==> src/design/ial_pkg.sv <==
`timescale 1ns / 1ps

package ial_pkg;

    // request codes
    localparam logic [1:0] REQ_CALC     = 2'd0;
    localparam logic [1:0] REQ_FINISHED = 2'd1;
    localparam logic [1:0] REQ_SET_DONE = 2'd2;

    // base selection codes
    localparam logic [1:0] MODE_SMART    = 2'd0;
    localparam logic [1:0] MODE_PRECISE  = 2'd1;
    localparam logic [1:0] MODE_RELATIVE = 2'd2;

    // configuration register indexes
    localparam int CFG_IDX_BITS = 3;
    localparam logic [CFG_IDX_BITS-1:0] CFG_BASE_START    = 3'd0;
    localparam logic [CFG_IDX_BITS-1:0] CFG_PERIOD        = 3'd1;
    localparam logic [CFG_IDX_BITS-1:0] CFG_END_TIME      = 3'd2;
    localparam logic [CFG_IDX_BITS-1:0] CFG_END_UNBOUNDED = 3'd3;
    localparam logic [CFG_IDX_BITS-1:0] CFG_SKIP_CATCHUP  = 3'd4;
    localparam logic [CFG_IDX_BITS-1:0] CFG_BASE_MODE     = 3'd5;
    localparam logic [CFG_IDX_BITS-1:0] CFG_SMART_BASE    = 3'd6;
    localparam logic [CFG_IDX_BITS-1:0] CFG_DAY_ONE       = 3'd7;

    // period register keeps only its low 32 bits
    localparam int PERIOD_BITS = 32;

    // status of the remainder unit towards the sequencer
    typedef struct packed {
        logic busy;
        logic done;
    } t_rem_stat;

endpackage

==> src/design/ial_rem_unit.sv <==
`timescale 1ns / 1ps

module ial_rem_unit #(
    parameter int TIME_BITS = 32
) (
    input  logic                      i_clk,
    input  logic                      i_rst_n,
    input  logic                      i_start,
    input  logic [TIME_BITS-1:0]      i_dividend,
    input  logic [TIME_BITS-1:0]      i_divisor,
    output logic [TIME_BITS-1:0]      o_rem,
    output ial_pkg::t_rem_stat        o_stat
);
    import ial_pkg::*;

    localparam int CNT_BITS = $clog2(TIME_BITS + 1);

    logic                 r_busy, n_busy;
    logic                 r_done, n_done;
    logic [CNT_BITS-1:0]  r_cnt, n_cnt;
    logic [TIME_BITS-1:0] r_rem, n_rem;
    logic [TIME_BITS-1:0] r_dvd, n_dvd;
    logic [TIME_BITS-1:0] r_dvs, n_dvs;

    logic [TIME_BITS:0]   w_shift;
    logic [TIME_BITS:0]   w_trial;
    logic [TIME_BITS-1:0] w_rem_step;

    // one restoring step: shift in the next dividend bit, subtract if it fits
    always_comb begin
        w_shift    = {r_rem, r_dvd[TIME_BITS-1]};
        w_trial    = w_shift - {1'b0, r_dvs};
        w_rem_step = w_trial[TIME_BITS] ? w_shift[TIME_BITS-1:0] : w_trial[TIME_BITS-1:0];
    end

    // step sequencing
    always_comb begin
        n_busy = r_busy;
        n_done = 1'b0;
        n_cnt  = r_cnt;
        n_rem  = r_rem;
        n_dvd  = r_dvd;
        n_dvs  = r_dvs;
        if (i_start && !r_busy) begin
            n_busy = 1'b1;
            n_cnt  = CNT_BITS'(TIME_BITS);
            n_rem  = '0;
            n_dvd  = i_dividend;
            n_dvs  = i_divisor;
        end else if (r_busy) begin
            n_rem = w_rem_step;
            n_dvd = {r_dvd[TIME_BITS-2:0], 1'b0};
            n_cnt = r_cnt - CNT_BITS'(1);
            if (r_cnt == CNT_BITS'(1)) begin
                n_busy = 1'b0;
                n_done = 1'b1;
            end
        end
    end

    always_ff @(posedge i_clk) begin
        if (!i_rst_n) begin
            r_busy <= 1'b0;
            r_done <= 1'b0;
            r_cnt  <= '0;
        end else begin
            r_busy <= n_busy;
            r_done <= n_done;
            r_cnt  <= n_cnt;
        end
    end

    always_ff @(posedge i_clk) begin
        r_rem <= n_rem;
        r_dvd <= n_dvd;
        r_dvs <= n_dvs;
    end

    assign o_rem       = r_rem;
    assign o_stat.busy = r_busy;
    assign o_stat.done = r_done;

    // remainder is always below the divisor once the steps are over
    a_rem_below: assert property (@(posedge i_clk) disable iff (!i_rst_n)
        r_done |-> (r_rem < r_dvs))
        else $error("remainder not below divisor");

    // done and busy never overlap
    a_done_idle: assert property (@(posedge i_clk) disable iff (!i_rst_n)
        !(r_done && r_busy))
        else $error("done while busy");

    // a run takes one restoring step per time bit; done is raised only at the end of a run
    a_done_after_busy: assert property (@(posedge i_clk) disable iff (!i_rst_n)
        r_done |-> $past(r_busy))
        else $error("done without a run");

endmodule
==> config.mk <==
export PLATFORM = sky130hd
export DESIGN_NAME = ial_rem_unit
export DESIGN_NICKNAME = d
export VERILOG_FILES = /design/src/design/ial_pkg.sv /design/src/design/ial_rem_unit.sv
export SDC_FILE = /design/constraint.sdc
export NUM_CORES = 1
export LEC_CHECK = 0
export ABC_AREA = 0
export BUFFER_PORTS_ARGS = -buffer_cell sky130_fd_sc_hd__buf_2
export CAP_MARGIN = 25
export CORE_UTILIZATION = 45
export CTS_CLUSTER_DIAMETER = 120
export DETAILED_ROUTE_END_ITERATION = 10
export PLACE_DENSITY_LB_ADDON = 0.12
export SYNTH_ARGS = -nofsm -noshare
export SYNTH_HDL_FRONTEND = slang
export SYNTH_SLANG_ARGS = --single-unit
==> constraint.sdc <==
create_clock -name i_clk -period 4.9 [get_ports i_clk]
set_input_delay 0.245 -clock i_clk [delete_from_list [all_inputs] [get_ports i_clk]]
set_output_delay 0.245 -clock i_clk [all_outputs]
set_load 0.02 [all_outputs]
==> results of run 1 <==
## routing by layer
layer,track usage [%],part of all wire [%]
met1,25.3,46
met2,31.9,47
met3,6.46,6.2
met4,7.79,1.0
met5,0,0
## power by group through the flow
stage	Combinational [uW]	Sequential, uW	Clock (uW)
2_1_floorplan	161	1040	0
3_3_place_gp	229	1040	0
3_5_place_dp	235	1040	0
4_1_cts	237	1020	729
5_1_grt	262	1030	757
6_report	235	1020	705
## state kept, by name, indices dropped and copies added (netlist names)
signal	flops
r_done	1
r_dvd	32
o_rem	32
r_dvs	32
r_busy	1
r_cnt	6
## logic make-up (layout without fill, tap and decap cells)
group                      count (synthesis)  in the layout  synth area share [%]
and+or+nand+nor                          140            140                  11.9
xor gates and xnor gates                  29             29                  4.45
AOI/OAI and AO/OA                        130            130                  15.8
DFF                                      104            104                  47.7
adders and majority gates                 35             35                  7.80
buffers and inverters                     66            164                  4.86
muxes                                     39             39                  7.52
## cells in the mapped netlist, types with 3 or more instances
| master | instances | area [um^2] |
|---|---|---|
| nor4_1 | 7 | 43.8 |
| nand2b_1 | 5 | 31.3 |
| nand3_1 | 23 | 115 |
| buf_1 | 3 | 11.3 |
| nand4_1 | 3 | 18.8 |
| mux2i_1 | 8 | 80.1 |
| o21ai_0 | 20 | 100 |
| buf_4 | 3 | 22.5 |
| a211oi_1 | 6 | 45.0 |
| a31oi_1 | 4 | 25.0 |
| nand2_1 | 53 | 199 |
| nor3_1 | 11 | 55.1 |
| o311ai_0 | 17 | 149 |
| xor2_1 | 10 | 87.6 |
| a32oi_1 | 4 | 35.0 |
| nor2b_1 | 4 | 25.0 |
| o31ai_1 | 5 | 37.5 |
| nor2_1 | 16 | 60.1 |
| a21oi_1 | 26 | 130 |
| edfxtp_1 | 64 | 1920 |
| and2_1 | 4 | 25.0 |
| mux2_2 | 31 | 349 |
| o22ai_1 | 3 | 18.8 |
| clkbuf_1 | 12 | 45.0 |
| inv_1 | 43 | 161 |
| and3_1 | 5 | 31.3 |
| a21o_1 | 17 | 128 |
| o21bai_1 | 4 | 30.0 |
| ha_1 | 34 | 425 |
| xnor2_1 | 19 | 166 |
| buf_2 | 3 | 15.0 |
| a211o_1 | 4 | 35.0 |
| dfxtp_1 | 40 | 801 |
## layout make-up
type                       count  area (um^2)
clock buffer                  12          258
clock inverter                 4         33.8
fill                        1152         5560
inverter                      43          161
multi-input combinational    373         2730
sequential                   104         2720
tap                          168          210
timing repair buffer         105          538
## per-stage QoR
stage               util [%]  std cells  cell area (um^2)
floorplan                  -        543              5710
finish                  54.5        809              6650
detailed placement      52.1        793              6360
CTS                     54.5        809              6650
global route            54.5        809              6650
global placement        52.1        793              6360
## cell usage in the layout, fill, tap and decap left out, types with 5 or more instances in the layout
cell	synthesis	final
o21ai_0	20	20
o31ai_1	5	5
clkbuf_16	0	10
nand2_1	53	53
nor2_1	16	15
dfxtp_1	40	40
xor2_1	10	10
edfxtp_1	64	64
buf_4	3	5
a21oi_1	26	26
a211oi_1	6	6
inv_1	43	43
ha_1	34	34
nor3_1	11	11
mux2_2	31	31
nor4_1	7	7
o311ai_0	17	17
a21o_1	17	17
nand2b_1	5	5
mux2i_1	8	8
and3_1	5	5
nand3_1	23	23
xnor2_1	19	18
buf_2	3	100
## how the worst max path moves through the flow
stage / endpoint / slack, ns / startpoint / depth (start not counted)
2_1_floorplan: o_rem[20]$_SDFFE_PP0P_ / 1.99 / o_rem[0]$_SDFFE_PP0P_ / 11
3_3_place_gp: o_rem[17]$_SDFFE_PP0P_ / 1.37 / r_dvd[31]$_DFFE_PP_ / 13
3_5_place_dp: o_rem[13]$_SDFFE_PP0P_ / 1.26 / r_dvd[31]$_DFFE_PP_ / 13
4_1_cts: o_rem[13]$_SDFFE_PP0P_ / 1.23 / r_dvd[31]$_DFFE_PP_ / 13
5_1_grt: o_rem[17]$_SDFFE_PP0P_ / 0.91 / r_dvd[31]$_DFFE_PP_ / 13
6_report: o_rem[17]$_SDFFE_PP0P_ / 1.19 / r_dvd[31]$_DFFE_PP_ / 13
## critical path: stages (launching register included)
cell	delay, ns
edfxtp_1	0.38
inv_1	0.07
ha_1	0.19
fa_1	0.23
and2b_1	0.20
o2111ai_1	0.29
a211oi_2	0.14
o21a_2	0.24
a21oi_2	0.19
a21oi_2	0.09
xnor2_2	0.64
buf_4	0.52
a211oi_1	0.09
a311o_1	0.30
==> impl_metrics.yaml, run 1 <==
clock_tree:
  cts_resized: 0
  clockRootBuffer: "clkbuf_16"
  cts_tree: "built"
  clkLatencyLatePin_ns: 0.35
  cts_sinks: 104
  postCtsHoldBufs: 0
  cts_made_buffers: 9
  cts_max_level: 3
  clk_pin_slew_ns: 0.07
  cts_setup_buffers: 0
  clock_path_buffers: 2
die:
  die_h_um: 115
  die_w_um: 115
  coreArea_um2: 12200
  ioPinCount: 101
  initial_core_util_pct: 46.8
  std_cell_rows: 40
  dieArea_um2: 13100
sta:
  post-route-min-period_ns: 3.71
  timing.final.ws_setup_ns: 1.19
  fmax_ghz: 0.269
  finalHoldViolCount: 0
  whs_ns: 0.0630
  fin_crit_sh_pct: 75.7
  tns_ns: 0
  finalSetupViolCount: 0
  fin_skew_ns: 0.00684
  max-slew-margin-rel_pct: 30.3
  slew_viol_final: 0
  rsz0062_at_grt: "false"
  tightestPinTransition_ns: 1.04
critical_path:
  rrSetupSlack_ns: 1.19
  cp_data_arrival_time_ns: 3.96
  crit_fanout: 41
  r2r_start: "r_dvd[31]$_DFFE_PP_"
  rr_worst_depth: 13
  timing.rr.end: "o_rem[17]$_SDFFE_PP0P_"
  startpoint_type: "register"
  cp.required_ns: 5.14
  crit_type: "register to register"
  cp-end-kind: "register"
pwr:
  switchingPower_uw: 477
  ir_drop_v: 0.000239
  combPwrFrac_pct: 12.0
  p_per_area_nw_per_um2: 295
  intPower_uw: 1490
  leakage_uw: 0.00297
  finalPower_uw: 1960
  power_frac_seq_pct: 52.1
  p_sw_share_pct: 24.3
  clock_power_share_pct: 35.9
routing:
  drc: 0
  first_iter_violations: 313
  vias: 4403
  antenna_left: 0
  avgViaCountPerCell: 5.44
  wl_per_cell_um: 15.5
  drt_first_pass_iters: 5
  drt-total-wl_um: 12500
placement:
  dp_hpwl_um: 8910
  portBuffers: 100
  place_congestion: 0.831
  place_ws_ns: 1.26
grt:
  grtUsageTotal_pct: 20.0
  grt_overflow: 0
  grt_antenna_before_repair: 0
  grt_pass1_wl_um: 20500
  grt_max_degree: 47
  grt_pass1_vias: 4296
finish:
  layout-drive-gt1-share_pct: 24.8
  synthToLayoutAreaGrowth_pct: 16.5
  fin_nets: 738
  insertedDiodeCount: 0
yosys:
  synthCells: 543
  avgSynthCellArea_um2: 10.5
  synth_flop_cell: "edfxtp_1"
  synth_nets: 645
  synth_edf_count: 64
  syn_area_um2: 5710
  yosys_register_bits: 104
  seq_area_frac_synth_pct: 47.7
  synth_warnings: 0
  ys_types: 57
  async_flop_share_pct: 0
hold_path:
  whs_path_depth: 1
  holdPathEnd: "r_dvs[17]$_DFFE_PP_"
  hold_path_class: "primary input to register"
  hp-start: "i_divisor[17]"
job:
  cap_violations: 0
run_status:
  status: "completed"
(Power assumes the default switching activity.)
==> inputs of run 2 (changes only) <==
- clock period: 4.9 -> 3.8 ns (I/O delays scaled with it)
==> run 2 against run 1 <==
Largest power group unchanged. Utilization is 2.0 points higher. Critical path type unchanged. Combinational power is 37% higher. Sequential power is 29% higher. Sequential share of layout area is 1.4 points lower.
==> impl_metrics.yaml, run 2 (synthesis gave the netlist of run 1 again) <==
run_status:
  status: "completed"
clock_tree:
  cts_tree: "built"
  cts_made_buffers: 9
  cts_sinks: 104
  cts_max_level: 3
  clk_pin_slew_ns: 0.07
  clock_path_buffers: 2
  clockRootBuffer: "clkbuf_16"
  cts_setup_buffers: 0
  clkLatencyLatePin_ns: 0.35
routing:
  drt_first_pass_iters: 4
  first_iter_violations: 272
  wl_per_cell_um: 15.2
  drc: 0
  avgViaCountPerCell: 5.34
  antenna_left: 0
  wl_met3_um: 618
  met1_length_um: 6100
  vias: 4450
  top_layer: "met4"
  dr_wl_met2_um: 5770
  drt-total-wl_um: 12700
critical_path:
  cp-end-kind: "register"
  cp_data_arrival_time_ns: 3.38
  cpMaxStageDelayCell: "fa_1"
  cp.required_ns: 3.99
  rrSetupSlack_ns: 0.61
  startpoint_type: "register"
  cp_slowest_stage_delay_ns: 0.41
  cp_num_buf_inv: 2
  cp_top_family: "compound AO/OA/AOI/OAI gates"
  crit_fanout: 30
  crit_path_cell_trace: "inv_1 -> ha_1 -> fa_1 -> and2b_1 -> o2111ai_1 -> a211oi_2 -> o21a_2 -> a21oi_2 -> a21oi_2 -> xnor2_2 -> buf_4 -> mux2i_1 -> o22ai_1"
  crit_type: "register to register"
  cp_common_cell: "a21oi_2"
hold_path:
  hold_path_class: "primary input to register"
sta:
  post-route-min-period_ns: 3.19
  rsz0062_at_grt: "false"
  finalSetupViolCount: 0
  fin_skew_ns: 0.00972
  max-slew-margin-rel_pct: 32.9
  finalHoldViolCount: 0
  slew_viol_final: 0
  tns_ns: 0
  fmax_ghz: 0.313
  tightestPinTransition_ns: 1.01
  fin_crit_sh_pct: 84.0
  whs_ns: 0.0172
grt:
  grtUsageTotal_pct: 20.3
  grt_max_degree: 59
  grt_antenna_before_repair: 0
  grt_overflow: 0
  grt_pass1_wl_um: 20700
  grt_pass1_vias: 4334
finish:
  fin_nets: 762
  layout-drive-gt1-share_pct: 24.2
  layout_common_cells: "buf_2, edfxtp_1, nand2_1, inv_1, dfxtp_1"
  insertedDiodeCount: 0
  final_common_cell: "buf_2"
  synthToLayoutAreaGrowth_pct: 20.7
die:
  coreArea_um2: 12200
  ioPinCount: 101
  initial_core_util_pct: 46.8
  dieArea_um2: 13100
  die_h_um: 115
  die_w_um: 115
  std_cell_rows: 40
job:
  cap_violations: 0
pwr:
  finalPower_uw: 2530
  leakage_uw: 0.00307
  p_per_area_nw_per_um2: 368
  ir_drop_v: 0.000322
placement:
  place_congestion: 0.830
  portBuffers: 100
  dp_hpwl_um: 8920
==> run 2: cell count changes in the layout (fill, tap and decap cells not counted), sizes merged <==
cell / delta
clkbuf: -2
buf: +1
clkinvlp: -1
inv: +2
dlygate4sd3: +23
clkinv: +1
==> run 2: what timing repair did <==
| item | CTS | global route |
|---|---|---|
| hold endpoints to repair | 19 | 4 |
| resized for setup | 0 | 0 |
| hold buffers | 19 | 4 |
==> run 2: per-stage QoR <==
| stage | setup slack, ns | std cells | cell area [um^2] | utilization (%) |
|---|---|---|---|---|
| after global routing | 0.399 | 833 | 6890 | 56.4 |
| after detailed placement | 0.646 | 794 | 6380 | 52.2 |
| final | 0.607 | 833 | 6890 | 56.4 |
| after global placement | 0.727 | 794 | 6380 | 52.2 |
| after floorplan | 0.887 | 543 | 5710 | - |
| after CTS | 0.604 | 829 | 6850 | 56.1 |
==> run 2: layer usage <==
layer	track usage, %	up-vias
met4	5.45	0
met5	0	-
met2	32.8	96
met1	25.9	2100
met3	6.67	11
li1	-	2243
==> run 2: where the power goes <==
group	switching, uW	internal [uW]
clock network	435	457
registers	31.9	1290
logic	169	152
==> run 2: cell type report <==
class | instances | area [um^2]
clock buffer | 10 | 229
multi-input combinational | 373 | 2730
sequential | 104 | 2720
fill | 1134 | 5320
timing repair buffer | 129 | 788
tap | 168 | 210
clock inverter | 6 | 51.3
inverter | 43 | 161
==> run 2: worst register-to-register path, cell delays in order, from the launching register on <==
cell and delay, ns:
edfxtp_1 0.35, inv_1 0.05, ha_1 0.21, fa_1 0.41, and2b_1 0.23, o2111ai_1 0.16
a211oi_2 0.33, o21a_2 0.20, a21oi_2 0.08, a21oi_2 0.18, xnor2_2 0.15, buf_4 0.35
mux2i_1 0.23, o22ai_1 0.10
==> run 2: final timing paths <==
check / start / to / cells past startpoint
worst max-delay path: r_dvd[31]$_DFFE_PP_ / o_rem[22]$_SDFFE_PP0P_ / 13
worst min-delay path: i_divisor[11] / r_dvs[11]$_DFFE_PP_ / 1
worst max register to register: r_dvd[31]$_DFFE_PP_ / o_rem[22]$_SDFFE_PP0P_ / 13
worst min register to register: r_cnt[5]$_SDFFE_PN0P_ / r_cnt[5]$_SDFFE_PN0P_ / 1
